### src/b64lw_pkg.sv
package b64lw_pkg;

	localparam int unsigned MaxRun = 5;

	localparam logic [7:0] PadChar  = 8'h3d;
	localparam logic [7:0] NlChar   = 8'h0a;
	localparam logic [7:0] WrapRst  = 8'd72;
	localparam logic [7:0] ColMax   = 8'd252;
	localparam logic [5:0] SymMask  = 6'h3f;

	localparam logic KindData = 1'b0;
	localparam logic KindEnd  = 1'b1;

	// register index, taken from paddr[2]
	localparam logic RegWrap = 1'b0;

	// one run of result beats caused by a single input beat
	typedef struct packed {
		logic [MaxRun-1:0][7:0] chars;
		logic [2:0]             n;
		logic                   msg_end;
		logic                   marker;
	} run_t;

	// standard base64 alphabet
	function automatic logic [7:0] b64_sym(input logic [5:0] v);
		logic [7:0] w;
		w = {2'b00, v};
		if (v < 6'd26)
			return 8'h41 + w;
		else if (v < 6'd52)
			return 8'h61 + w - 8'd26;
		else if (v < 6'd62)
			return 8'h30 + w - 8'd52;
		else if (v == 6'd62)
			return 8'h2b;
		else
			return 8'h2f;
	endfunction

endpackage

### src/base64_line_wrapped_encoder_core.sv
// channel   dir   tdata            tuser                         tlast
// s_*       in    [7:0] data_byte  [0] kind (1 = end of message)  -
// m_*       out   [7:0] out_char   [0] char_valid [1] message_end last_of_run
// apb       in    [7:0] wrap_column at address 0, read back on prdata
//
// an input beat's run of 0 to 5 result beats is built combinationally and
// taken into a run register when the beat is accepted; from there the run moves
// into a drain shift register, which sends one result beat per cycle while the
// output is ready, so the output port sets the pace: three bytes give four or
// five beats.
// async active-low reset clears pending bytes, column count, valid bits and
// sets wrap_column to 72. input is taken while the drain is busy as long as
// the run register is free or hands its run to the drain at the same edge.
module base64_line_wrapped_encoder_core (
	input  logic        clk,
	input  logic        arst_n,
	// input stream
	input  logic        s_tvalid,
	output logic        s_tready,
	input  logic [7:0]  s_tdata,   // [7:0] data_byte
	input  logic [0:0]  s_tuser,   // [0] kind
	// output stream
	output logic        m_tvalid,
	input  logic        m_tready,
	output logic [7:0]  m_tdata,   // [7:0] out_char
	output logic [1:0]  m_tuser,   // [0] char_valid, [1] message_end
	output logic        m_tlast,   // last_of_run
	// configuration
	input  logic        psel,
	input  logic        penable,
	input  logic        pwrite,
	input  logic [2:0]  paddr,
	input  logic [31:0] pwdata,
	output logic [31:0] prdata,
	output logic        pready
);

	// configuration and encoder state
	logic [7:0]  wrap_q;
	logic [15:0] pend_q;
	logic [1:0]  pcnt_q;
	logic [7:0]  col_q;

	// run register between the encoder and the drain
	logic                run_vld_s1;
	b64lw_pkg::run_t     run_s1;

	// drain shift register; element 0 drives the output
	logic                          d_vld_q;
	logic [b64lw_pkg::MaxRun-1:0][7:0] d_chars_q;
	logic [2:0]                    d_left_q;
	logic                          d_end_q;
	logic                          d_marker_q;

	logic        in_acc, out_acc, d_load, d_last;
	logic [1:0]  cnt;
	logic [23:0] grp;
	logic [8:0]  col_sum;
	logic [7:0]  col_adv;
	logic        wrap_ok, do_nl;
	b64lw_pkg::run_t run_d;
	logic [15:0] pend_d;
	logic [1:0]  pcnt_d;
	logic [7:0]  col_d;
	logic        run_new;

	// apb: always ready, single register at address 0
	assign pready = 1'b1;
	assign prdata = (paddr[2] == b64lw_pkg::RegWrap) ? {24'd0, wrap_q} : 32'd0;

	// handshakes
	assign d_last   = (d_left_q == 3'd1);
	assign out_acc  = m_tvalid & m_tready;
	assign d_load   = run_vld_s1 & (~d_vld_q | (out_acc & d_last));
	assign s_tready = ~run_vld_s1 | d_load;
	assign in_acc   = s_tvalid & s_tready;

	// encoder: builds the run and next state for the beat on the input
	always_comb begin
		cnt     = (pcnt_q > 2'd2) ? 2'd2 : pcnt_q;
		col_sum = {1'b0, col_q} + 9'd4;
		col_adv = (col_sum > {1'b0, b64lw_pkg::ColMax}) ? b64lw_pkg::ColMax : col_sum[7:0];
		wrap_ok = (wrap_q != 8'd0) && (wrap_q[1:0] == 2'b00);
		do_nl   = wrap_ok && (col_adv >= wrap_q);

		run_d   = '0;
		run_new = 1'b0;
		pend_d  = 16'd0;
		pcnt_d  = 2'd0;
		col_d   = 8'd0;
		grp     = {pend_q, s_tdata};

		if (s_tuser[0] == b64lw_pkg::KindData) begin
			if (cnt < 2'd2) begin
				// just collect the byte
				pend_d = {pend_q[7:0], s_tdata};
				pcnt_d = cnt + 2'd1;
				col_d  = col_q;
			end else begin
				run_new         = 1'b1;
				run_d.chars[0]  = b64lw_pkg::b64_sym(grp[23:18]);
				run_d.chars[1]  = b64lw_pkg::b64_sym(grp[17:12]);
				run_d.chars[2]  = b64lw_pkg::b64_sym(grp[11:6]);
				run_d.chars[3]  = b64lw_pkg::b64_sym(grp[5:0] & b64lw_pkg::SymMask);
				run_d.chars[4]  = b64lw_pkg::NlChar;
				run_d.n         = do_nl ? 3'd5 : 3'd4;
				col_d           = do_nl ? 8'd0 : col_adv;
			end
		end else begin
			run_new = 1'b1;
			if (cnt == 2'd0) begin
				// nothing pending: a lone end marker
				run_d.n      = 3'd1;
				run_d.marker = 1'b1;
			end else begin
				grp = (cnt == 2'd1) ? {pend_q[7:0], 16'd0} : {pend_q, 8'd0};
				run_d.chars[0] = b64lw_pkg::b64_sym(grp[23:18]);
				run_d.chars[1] = b64lw_pkg::b64_sym(grp[17:12]);
				run_d.chars[2] = (cnt == 2'd1) ? b64lw_pkg::PadChar
				                               : b64lw_pkg::b64_sym(grp[11:6]);
				run_d.chars[3] = b64lw_pkg::PadChar;
				run_d.chars[4] = b64lw_pkg::NlChar;
				// newline only if the line has something on it
				run_d.n        = (col_q != 8'd0) ? 3'd5 : 3'd4;
			end
			run_d.msg_end = 1'b1;
		end
	end

	// control state
	always_ff @(posedge clk or negedge arst_n) begin
		if (!arst_n) begin
			wrap_q     <= b64lw_pkg::WrapRst;
			pend_q     <= 16'd0;
			pcnt_q     <= 2'd0;
			col_q      <= 8'd0;
			run_vld_s1 <= 1'b0;
			d_vld_q    <= 1'b0;
			d_left_q   <= 3'd0;
		end else begin
			if (psel && penable && pwrite && pready && paddr[2] == b64lw_pkg::RegWrap) begin
				wrap_q <= pwdata[7:0];
			end
			if (in_acc) begin
				pend_q <= pend_d;
				pcnt_q <= pcnt_d;
				col_q  <= col_d;
			end
			// run register fills on a producing beat, empties into the drain
			if (in_acc) begin
				run_vld_s1 <= run_new;
			end else if (d_load) begin
				run_vld_s1 <= 1'b0;
			end
			if (d_load) begin
				d_vld_q  <= 1'b1;
				d_left_q <= run_s1.n;
			end else if (out_acc) begin
				if (d_last) begin
					d_vld_q <= 1'b0;
				end
				d_left_q <= d_left_q - 3'd1;
			end
		end
	end

	// payload registers
	always_ff @(posedge clk) begin
		if (in_acc && run_new) begin
			run_s1 <= run_d;
		end
		if (d_load) begin
			d_chars_q  <= run_s1.chars;
			d_end_q    <= run_s1.msg_end;
			d_marker_q <= run_s1.marker;
		end else if (out_acc) begin
			for (int i = 0; i < b64lw_pkg::MaxRun - 1; i++) begin
				d_chars_q[i] <= d_chars_q[i+1];
			end
		end
	end

	assign m_tvalid   = d_vld_q;
	assign m_tdata    = d_chars_q[0];
	assign m_tlast    = d_last;
	assign m_tuser[0] = ~d_marker_q;
	assign m_tuser[1] = d_end_q & d_last;

endmodule

### config.mk
export PLATFORM = sky130hd
export DESIGN_NAME = base64_line_wrapped_encoder_core
export DESIGN_NICKNAME = d
export VERILOG_FILES = /design/src/b64lw_pkg.sv /design/src/base64_line_wrapped_encoder_core.sv
export SDC_FILE = /design/constraint.sdc
export NUM_CORES = 1
export LEC_CHECK = 0
export BUFFER_PORTS_ARGS = -buffer_cell sky130_fd_sc_hd__buf_2
export CAP_MARGIN = 30
export CORE_MARGIN = 10
export CORE_UTILIZATION = 35
export CTS_BUF_LIST = sky130_fd_sc_hd__clkbuf_2
export DETAILED_ROUTE_END_ITERATION = 10
export GPL_TIMING_DRIVEN = 0
export HOLD_SLACK_MARGIN = 0.05
export SETUP_SLACK_MARGIN = 0.5
export SKIP_CTS_REPAIR_TIMING = 1
export SLEW_MARGIN = 5
export SYNTH_ARGS = -nofsm -noshare
export SYNTH_HDL_FRONTEND = slang
export SYNTH_SLANG_ARGS = --single-unit
### constraint.sdc
create_clock -name clk -period 2.95 [get_ports clk]
set_input_delay 0.59 -clock clk [delete_from_list [all_inputs] [get_ports clk]]
set_output_delay 0.59 -clock clk [all_outputs]
set_load 0.02 [all_outputs]
* After elaboration in Yosys (flattened, before gate mapping)
Cells that the tools add are included.
** Storage, ports and cells
- Bits in registers :: 126
- Input bits :: 51
- Output and inout bits :: 46
- Word-level logic and storage cells :: 180
** Cells by class
- Add/sub/neg operators :: 38
- Magnitude comparators :: 25
- Eq/ne operators :: 10
- Muxes and demuxes :: 59
- Bitwise gates (word level) :: 11
- Reductions and logical operators :: 15
** Operators by type and width (number)
- $mux W8 :: 27
- $add A7 B6 Y8 const A :: 14
- $lt A6 B6 Y1 const B :: 14
- $mux W32 :: 2
- $sub A7 B6 Y8 const B :: 7
- $sub A8 B5 Y8 const B :: 7
- $add A6 B6 Y7 const A :: 7
- $mux W43 :: 1
- $eq A6 B6 Y1 const B :: 7
- $lt A6 B5 Y1 const B :: 7
- $mux W39 :: 1
- $mux W36 :: 1
- $mux W16 :: 2
- $mux W3 :: 10
- $mux W24 :: 1
- $reduce_bool A8 Y1 :: 2
- $mux W1 :: 10
- $add A8 B3 Y9 const B :: 1
- $gt A9 B8 Y1 const B :: 1
- $ge A8 B8 Y1 :: 1
- $mux W2 :: 4
- $logic_and A1 B1 Y1 :: 6
- $reduce_bool A2 Y1 :: 3
- $and A1 B1 Y1 :: 5
- other kinds (11) :: 17

* Depth between registers and ports, before layout
Gate-level depths: netlist (run 1).
- Depth in word-level cells :: 12
- Mapped depth :: 13
- Mapped depth without buffers :: 13

* Worst setup path after synthesis (run 1)
OpenSTA, ideal clock, no wires.
- Kind :: flip-flop to flip-flop
- Start :: reg col_q[2]
- End :: reg run_s1[2] (netlist bit) (data pin)
- Library setup time :: 256 ps
- Arrival time :: 2629 ps
- Data required time :: 2694 ps
- Setup slack :: 65 ps
- Cell stages (with the launch flop) :: 14
- Path buffers :: 0
- Period minus slack after synthesis :: 2885 ps
- Path through :: dfrtp_1 ha_1 xor2_1 nand3_1 o32ai_1 nand3_2 nand2b_1 ha_1 a21oi_1 nor2b_1 a2111oi_0 o21a_1 nor2_1 a22o_1
** RTL lines
- start: declaration :: line base64_line_wrapped_encoder_core.sv:42 : logic [7:0] col_q;
- start signal: assignment :: line base64_line_wrapped_encoder_core.sv:147 : col_q <= col_d;
- end signal: assignment :: line base64_line_wrapped_encoder_core.sv:170 : run_s1 <= run_d;
- end: declaration :: line base64_line_wrapped_encoder_core.sv:46 : b64lw_pkg::run_t run_s1;

==> run summary, run 1 <==
Unique masters post-synth = 79
CP endpoint = run_s1[2]$_DFFE_PP_
post-synth top area share = 28.1%
sw power = 3.95 mW
WHS = 0.146 ns
period utilisation layout = 102%
failing checks = setup timing
Max Used Layer = met5
Worst Hold Class = in2reg
crit end category = flop
Warnings, synthesis = 0
CTS Buffer Depth = 2
placed cell area = 0.00832 mm²
H-tree depth = 3
TritonCTS clock tree = yes
CP most frequent cell = nand3_4
Starting Density = 35.8%
DRC viols = 0
Seq pwr share = 30.4%
critical path's largest stage delay = 0.52 ns
startpoint types = flop
Finished Layout Cells = 1206
Worst Hold Depth = 2
Reg clk slew, reported paths = 0.32 ns
Rel. slew slack = 53.0%
P_leak = 3.88 nW
Slew Limit Fails = 0
most frequent cells in the layout = nand2_1, buf_4, edfxtp_1
antenna-violating nets left = 0
vias in the first global route = 5859
Vias/cell = 5.26
Worst Skew = 0.0363 ns
GPL Wtd Cong = 0.952
largest net degree at the start of global routing = 40
final worst setup slack = -0.0621 ns
Clock Power Share = 7.8%
crit path DAT = 3.46 ns
FP Rows = 53
Post-Route M1 WL = 9.46 mm
core area = 0.0212 mm²
number of instances in the placed design = 1141
asr flop ratio synth = 35.5%
Max Clk Rate = 0.332 GHz
DRT iter0 DRCs = 471
unrepaired setup endpoints after global routing = yes
critical-path cell list = ha_4 -> xor2_4 -> nand3_4 -> o32ai_4 -> nand3_4 -> and2_1 -> ha_1 -> a21o_1 -> a21oi_1 -> o21a_2 -> nor2_4 -> a22o_1
synth top area cells = edfxtp_1, dfrtp_1, ha_1
Avg Inst Size Synth = 9.49 µm²
Inserted Clock Buffers = 9
crit path kind = reg2reg
Post-synth EDFFs = 71
status = finished with violations
CP Launch Point = col_q[2]$_DFFE_PN0P_
IO Pins = 97
worst reg-to-reg setup slack = -0.06 ns
Req. time, crit path = 3.40 ns
sw frac = 45.6%
initial antenna violation count = 2
Post-Syn Area = 0.00758 mm²
Die Ht = 167 µm
gr ovfl total = 0
Slew @ Worst Pin = 0.706 ns
final setup violating endpoints = 1
Worst-Skew Late Latency = 0.64 ns
DIE AREA = 0.0279 mm²
#FFs+latches synth = 110
clock sink total = 110
reg2reg path depth = 12
drt wl/cell = 17.4 µm
via count = 6346
Pre-antenna DRT Iters = 6
cell internal pwr = 4.72 mW
Total Routing Usage GR = 13.6%
CP Buf/Inv Count = 0
antenna cells = 0
VDD IR max = 0.000303 V
Worst R2R End = run_s1[2]$_DFFE_PP_
met3 wire length = 1.11 mm
Logic pwr share = 61.8%
cell taking the most area after synthesis = edfxtp_1
fin area = 0.00940 mm²
Period minus WS final = 3.01 ns
Syn Inst Count = 799
synth-to-layout area growth = 24.0%
Slowest-stage cell, CP = dfrtp_2
Final Hold Fails = 0
Reg-to-Reg Start = col_q[2]$_DFFE_PN0P_
drt total wl = 20.9 mm
sequential cell area fraction in the yosys report = 41.0%
most common cell after layout, fill and taps aside = nand2_1
WL met2 = 9.97 mm
IO Port Bufs = 43
post-DP HPWL = 14.8 mm
Die Width = 167 µm
PD cells = 922 mW/mm²
CP delay by family, top = compound AO/OA/AOI/OAI gates
Root Buffer = clkbuf_2
first-pass GRT wire length = 31.3 mm
# nets final = 1022
crit-path max FO = 8
Synth Flop Type = edfxtp_1
share of layout cells above drive strength 1 = 32.3%
WP depth = 12
max-cap violations = 0
[sequential cells by signal, indices dropped and copies added (netlist names)]
register    count
col_q           8
wrap_q          8
d_end_q         1
run_vld_s1      1
pcnt_q          2
d_left_q        3
d_marker_q      1
run_s1         36
pend_q         16
d_chars_q      25
m_tdata         8
m_tvalid        1
[kinds of logic (layout without fill, tap and decap cells)]
logic type / Yosys count / count (layout) / share of synthesized area (%)
mux: 48 / 48 / 7.23
fa+ha+maj: 45 / 45 / 7.43
flops: 110 / 110 / 41.0
other cells: 2 / 25 / 0.0991
buf+inv: 135 / 243 / 8.91
xor+xnor: 16 / 16 / 1.85
simple gates: 231 / 232 / 14.7
compound gates: 212 / 212 / 18.8
[power by group through the flow]
stage / Clock (mW) / Sequential (mW) / Combinational [mW]
final: 0.680 / 2.63 / 5.35
after global routing: 0.775 / 2.69 / 5.81
after CTS: 0.709 / 2.63 / 4.29
after detailed placement: 0 / 2.67 / 4.26
after global placement: 0 / 2.67 / 4.21
after floorplan: 0 / 2.57 / 3.18
[worst min path at each step]
stage / to / startpoint
finish: wrap_q[4]$_DFFE_PN0P_ / pwdata[4]
global route: wrap_q[4]$_DFFE_PN0P_ / pwdata[4]
CTS: col_q[2]$_DFFE_PN0P_ / arst_n
detailed placement: d_marker_q$_DFFE_PP_ / run_s1[0]$_SDFFCE_PN0P_
global placement: d_marker_q$_DFFE_PP_ / run_s1[0]$_SDFFCE_PN0P_
floorplan: col_q[0]$_DFFE_PN0P_ / arst_n
[area by class of cell]
type                       instances  area (µm²)
inverter                          53         215
tap                              275         344
timing repair inverter             1        7.51
timing repair buffer              91         683
sequential                       110        3120
buffer                            82         537
multi-input combinational        578        4390
clock buffer                      10        50.0
clock inverter                     6        55.1
fill                            2010       11800
[synthesized netlist by cell type (9+ instances only)]
cell type    n
a211oi_1     9
a21o_1      12
a21oi_1     43
buf_2       15
buf_4       34
clkbuf_1    30
dfrtp_1     37
edfxtp_1    71
ha_1        45
inv_1       52
mux2_2      34
mux2i_1     10
nand2_1    104
nand2b_1    10
nand3_1     19
nor2_1      36
nor3_1      14
o21a_1       9
o21ai_0     45
o22ai_1     12
xnor2_1     11
[metrics by stage]
step           utilization (%)  worst slack (ns)  total power, mW  setup TNS [ns]
6_report                  44.4           -0.0621             8.66         -0.0621
5_1_grt                   44.4            -0.167             9.28          -0.891
4_1_cts                   39.8            -0.328             7.63           -2.31
3_5_place_dp              39.3            -0.284             6.94           -5.12
3_3_place_gp              39.2            -0.236             6.87           -4.44
2_1_floorplan                -             0.233             5.75               0
[routing by layer]
metal / vias up / GRT usage (%)
li1: 3098 / -
met1: 3037 / 18.4
met2: 182 / 21.5
met3: 27 / 2.93
met4: 2 / 3.56
met5: - / 0
Power figures use the tool's default switching activity.
==> run 2, diff against run 1 <==
--- a/config.mk
+++ b/config.mk
@@ -13,6 +13,7 @@
 export DETAILED_ROUTE_END_ITERATION = 10
 export GPL_TIMING_DRIVEN = 0
 export HOLD_SLACK_MARGIN = 0.05
+export PLACE_DENSITY = 0.59
 export SETUP_SLACK_MARGIN = 0.5
 export SKIP_CTS_REPAIR_TIMING = 1
 export SLEW_MARGIN = 5
==> run 2 against run 1 <==
The flow still finishes with violations (setup timing). Maximum frequency fell by 0.50%. First-iteration DRC count rose by 9.1%. Global-route usage barely moved. Via count barely moved. Sequential cell count did not move. Register-to-register slack got worse by 0.02 ns. Power rose by 0.74%. Setup slack got worse by 0.015 ns. Critical path depth rose by 1.
==> run summary, run 2 (same netlist as run 1, synthesis figures left out) <==
Vias/cell = 5.26
Total Routing Usage GR = 13.6%
post-DP HPWL = 15.0 mm
first-pass GRT wire length = 31.5 mm
WP depth = 13
unrepaired setup endpoints after global routing = yes
max reg flops = 36
crit-path max FO = 8
Die Ht = 167 µm
VDD IR max = 0.000312 V
Pre-antenna DRT Iters = 5
gr ovfl total = 0
Root Buffer = clkbuf_2
most common cell after layout, fill and taps aside = nand2_1
Slew @ Worst Pin = 0.683 ns
final setup violating endpoints = 7
share of layout cells above drive strength 1 = 32.2%
CP delay by family, top = compound AO/OA/AOI/OAI gates
IO Pins = 97
Reg clk slew, reported paths = 0.33 ns
biggest regs = run_s1 (36), d_chars_q (25), pend_q (16)
Place WS = -0.154 ns
via count = 6343
Slowest-stage cell, CP = dfrtp_2
synth-to-layout area growth = 24.3%
number of instances in the placed design = 1141
Worst Skew = 0.0378 ns
crit end category = flop
startpoint types = flop
Reg-to-Reg Start = col_q[3]$_DFFE_PN0P_
antenna-violating nets left = 0
crit path kind = reg2reg
drt total wl = 20.9 mm
Final Hold Fails = 0
CTS Buffer Depth = 2
setup tns final = -0.249 ns
Req. time, crit path = 3.40 ns
Die Width = 167 µm
CP endpoint = run_s1[2]$_DFFE_PP_
H-tree depth = 3
FP Rows = 53
max-cap violations = 0
largest net degree at the start of global routing = 40
crit path DAT = 3.48 ns
most frequent cells in the layout = nand2_1, edfxtp_1, buf_4
Period minus WS final = 3.03 ns
GPL Wtd Cong = 0.928
Fillers = 2078
DRT iter0 DRCs = 514
status = finished with violations
DRC viols = 0
worst reg-to-reg setup slack = -0.08 ns
vias in the first global route = 5899
TritonCTS clock tree = yes
Reg with most FFs = run_s1
failing checks = setup timing
reg2reg path depth = 13
CP Launch Point = col_q[3]$_DFFE_PN0P_
Worst Hold Class = in2reg
core area = 0.0212 mm²
period utilisation layout = 103%
critical path's largest stage delay = 0.52 ns
Worst-Skew Late Latency = 0.67 ns
Worst R2R End = run_s1[2]$_DFFE_PP_
Slew Limit Fails = 0
critical-path cell list = buf_4 -> ha_1 -> nor3b_2 -> o32ai_4 -> nand3_4 -> buf_6 -> nand2_4 -> ha_4 -> nor2b_4 -> a2111oi_4 -> o21a_2 -> nor2_4 -> a22o_1
final worst setup slack = -0.0774 ns
PD cells = 926 mW/mm²
initial antenna violation count = 2
Starting Density = 35.8%
# nets final = 1020
DIE AREA = 0.0279 mm²
clock sink total = 110
Finished Layout Cells = 1205
Multi-input gate area = 0.00444 mm²
P_leak = 3.90 nW
CP Buf/Inv Count = 2
drt wl/cell = 17.4 µm
Max Clk Rate = 0.330 GHz
Inserted Clock Buffers = 9
FF+latch area = 0.00312 mm²
Rel. slew slack = 54.5%
IO Port Bufs = 43
hold_sp = pwdata[0]
[run 2: cell count changes in the layout (fill, tap and decap cells not counted), sizes merged]
cell	before	now
clkinvlp	4	2
buf	143	139
inv	55	57
dlygate4sd3	2	1
clkbuf	38	41
diode	0	1
[run 2: cell type report]
| type | count | share of cell area (%) |
|---|---|---|
| Buffer | 82 | 5.74 |
| Sequential cell | 110 | 33.1 |
| Timing Repair inverter | 1 | 0.0797 |
| Inverter | 53 | 2.23 |
| Clock inverter | 6 | 0.637 |
| Clock buffer | 10 | 0.531 |
| Antenna cell | 1 | 0.0266 |
| Multi-Input combinational cell | 578 | 47.1 |
| Tap cell | 275 | 3.65 |
| Timing Repair Buffer | 89 | 6.92 |
[run 2: power by group]
part | switching, mW | leakage (nW) | internal [mW]
registers | 0.281 | 1.19 | 2.34
clock network | 0.561 | 0.0729 | 0.144
logic | 3.14 | 2.64 | 2.26
[run 2: metal layers]
layer	wire length (µm)	share of wire (%)	up-vias	global-route usage, %
li1	-	-	3098	-
met1	9310	45	3040	18.3
met2	10100	48	179	21.8
met3	1220	5.8	24	2.93
met4	297	1.4	2	3.26
met5	7	0.033	-	0
[run 2: metrics by stage]
step / util, % / power, mW / area [µm²] / hold slack, ns
2_1_floorplan: - / 5.75 / 7730 / 0.294
3_3_place_gp: 39.2 / 6.91 / 8290 / 0.405
5_1_grt: 44.5 / 9.36 / 9420 / 0.0888
6_report: 44.5 / 8.73 / 9420 / 0.123
4_1_cts: 39.8 / 7.66 / 8430 / 0.0112
3_5_place_dp: 39.3 / 6.95 / 8320 / 0.420
[run 2: worst min path at each step]
stage / to / depth (start not counted)
after floorplan: col_q[0]$_DFFE_PN0P_ / 0
final: wrap_q[0]$_DFFE_PN0P_ / 2
after detailed placement: d_marker_q$_DFFE_PP_ / 0
after global placement: d_marker_q$_DFFE_PP_ / 0
after global routing: wrap_q[0]$_DFFE_PN0P_ / 2
after CTS: d_left_q[2]$_DFFE_PN0P_ / 1
==> run 3, diff against run 2 <==
--- a/config.mk
+++ b/config.mk
@@ -20,3 +20,4 @@
 export SYNTH_ARGS = -nofsm -noshare
 export SYNTH_HDL_FRONTEND = slang
 export SYNTH_SLANG_ARGS = --single-unit
+export TNS_END_PERCENT = 20
==> run 3 against run 2 <==
The run still ends with setup timing left. Setup slack got worse by 0.063 ns. Maximum frequency decreased by 2.0%. Power decreased by 4.3%. Combinational power decreased by 8.1%. Sequential share of layout area increased by 1.3 points. Clock power increased by 7.4%. Sequential cell count unchanged. Critical endpoint unchanged. Largest power group unchanged.
==> run summary, run 3 (same netlist as run 1, synthesis figures left out) <==
WHS = 0.151 ns
core area = 0.0212 mm²
initial antenna violation count = 0
Slew Limit Fails = 0
Root Buffer = clkbuf_2
Die Width = 167 µm
Pre-antenna DRT Iters = 5
Rel. slew slack = 51.9%
TritonCTS clock tree = yes
Slew @ Worst Pin = 0.713 ns
DRT iter0 DRCs = 528
crit-path max FO = 7
antenna cells = 0
most frequent cells in the layout = nand2_1, edfxtp_1, buf_2
fin area = 0.00908 mm²
Starting Density = 35.8%
Vias/cell = 5.24
Worst Skew = 0.0540 ns
Worst-Skew Late Latency = 0.63 ns
via count = 6179
antenna-violating nets left = 0
Final Hold Fails = 0
Max Clk Rate = 0.324 GHz
status = finished with violations
Period minus WS final = 3.09 ns
Reg clk slew, reported paths = 0.33 ns
FP Rows = 53
failing checks = setup timing
PD cells = 920 mW/mm²
FF+latch area = 0.00312 mm²
Req. time, crit path = 3.33 ns
period utilisation layout = 105%
Place WS = -0.191 ns
Inserted Clock Buffers = 9
share of layout cells above drive strength 1 = 28.7%
utilization after layout = 42.9%
Total Routing Usage GR = 13.6%
final worst setup slack = -0.140 ns
synth-to-layout area growth = 19.8%
max-cap violations = 0
max reg flops = 36
Reg with most FFs = run_s1
most common cell after layout, fill and taps aside = nand2_1
drt wl/cell = 17.0 µm
Finished Layout Cells = 1179
clock sink total = 110
IO Pins = 97
gr ovfl total = 0
post-DP HPWL = 14.6 mm
VDD IR max = 0.000398 V
CTS Buffer Depth = 2
Fillers = 2076
DIE AREA = 0.0279 mm²
crit path kind = reg2reg
biggest regs = run_s1 (36), d_chars_q (25), pend_q (16)
unrepaired setup endpoints after global routing = yes
vias in the first global route = 5940
Die Ht = 167 µm
final setup violating endpoints = 9
crit path DAT = 3.47 ns
# nets final = 995
drt total wl = 20.1 mm
number of instances in the placed design = 1141
GPL Wtd Cong = 0.919
DRC viols = 0
Worst Hold Class = in2reg
largest net degree at the start of global routing = 40
H-tree depth = 3
crit end category = flop
IO Port Bufs = 43
Multi-input gate area = 0.00428 mm²
placed cell area = 0.00830 mm²
startpoint types = flop
P_leak = 3.74 nW
first-pass GRT wire length = 31.8 mm
==> run 3: cell types whose count changed in the layout (fill, tap and decap cells not counted), sizes merged <==
cell / previous run / this run
buf: 139 / 117
bufinv: 0 / 1
clkbuf: 41 / 39
clkinv: 1 / 3
clkinvlp: 2 / 1
diode: 1 / 0
inv: 57 / 55
nor2: 39 / 38
==> run 3: where the power goes <==
group / switching (mW) / total, mW / internal, mW
combinational: 2.96 / 4.96 / 2.00
sequential: 0.288 / 2.63 / 2.34
clock: 0.540 / 0.757 / 0.216
total: 3.79 / 8.35 / 4.56
==> run 3: critical path, cell delays in order (launching register included) <==
cell and delay [ns]:
dfrtp_2 0.52, ha_4 0.18, xor2_2 0.16, nand3_2 0.09, o32ai_2 0.28, nand3_2 0.22, and2_1 0.25, ha_1 0.28
a21o_1 0.15, a21oi_1 0.21, o21a_2 0.21, nor2_4 0.05, a22o_4 0.24
==> run 3: per-stage QoR <==
step                      total power [mW]  TNS [ns]
after global routing                  8.99     -2.35
after CTS                             7.68     -1.43
after floorplan                       5.74         0
after global placement                6.86    -20.30
after detailed placement              6.91     -2.93
final                                 8.35    -0.605
==> run 3: path summary, 6_finish.rpt <==
check | from | to | slack (ns) | depth (start not counted)
worst min-delay path | s_tuser | run_s1[1]$_DFFE_PP_ | 0.15 | 1
max in group asynchronous | arst_n | wrap_q[6]$_DFFE_PN1P_ | 1.98 | 3
worst max register to register | col_q[3]$_DFFE_PN0P_ | run_s1[2]$_DFFE_PP_ | -0.14 | 12
worst min register to register | run_s1[38]$_DFFE_PP_ | d_chars_q[33]$_DFFE_PP_ | 0.46 | 0
worst max-delay path | col_q[3]$_DFFE_PN0P_ | run_s1[2]$_DFFE_PP_ | -0.14 | 12
min in group asynchronous | arst_n | m_tvalid$_DFFE_PN0P_ | 0.40 | 2
==> run 3: layout make-up <==
type	count	share of cell area, %
Clock inverter	7	0.979
Sequential cell	110	34.3
Timing Repair Buffer	66	5.24
Tap cell	275	3.79
Multi-Input combinational cell	577	47.1
Buffer	82	5.66
Inverter	53	2.38
Clock buffer	9	0.496
==> run 3: layer usage <==
metal | GRT usage [%] | share of wire, % | vias up | wire length [µm]
met4 | 2.99 | 1.1 | 0 | 225
met2 | 21.8 | 48 | 166 | 9580
met3 | 3.16 | 5.4 | 16 | 1070
met1 | 18.2 | 46 | 2962 | 9170
li1 | - | - | 3035 | -
met5 | 0 | 0 | - | 0
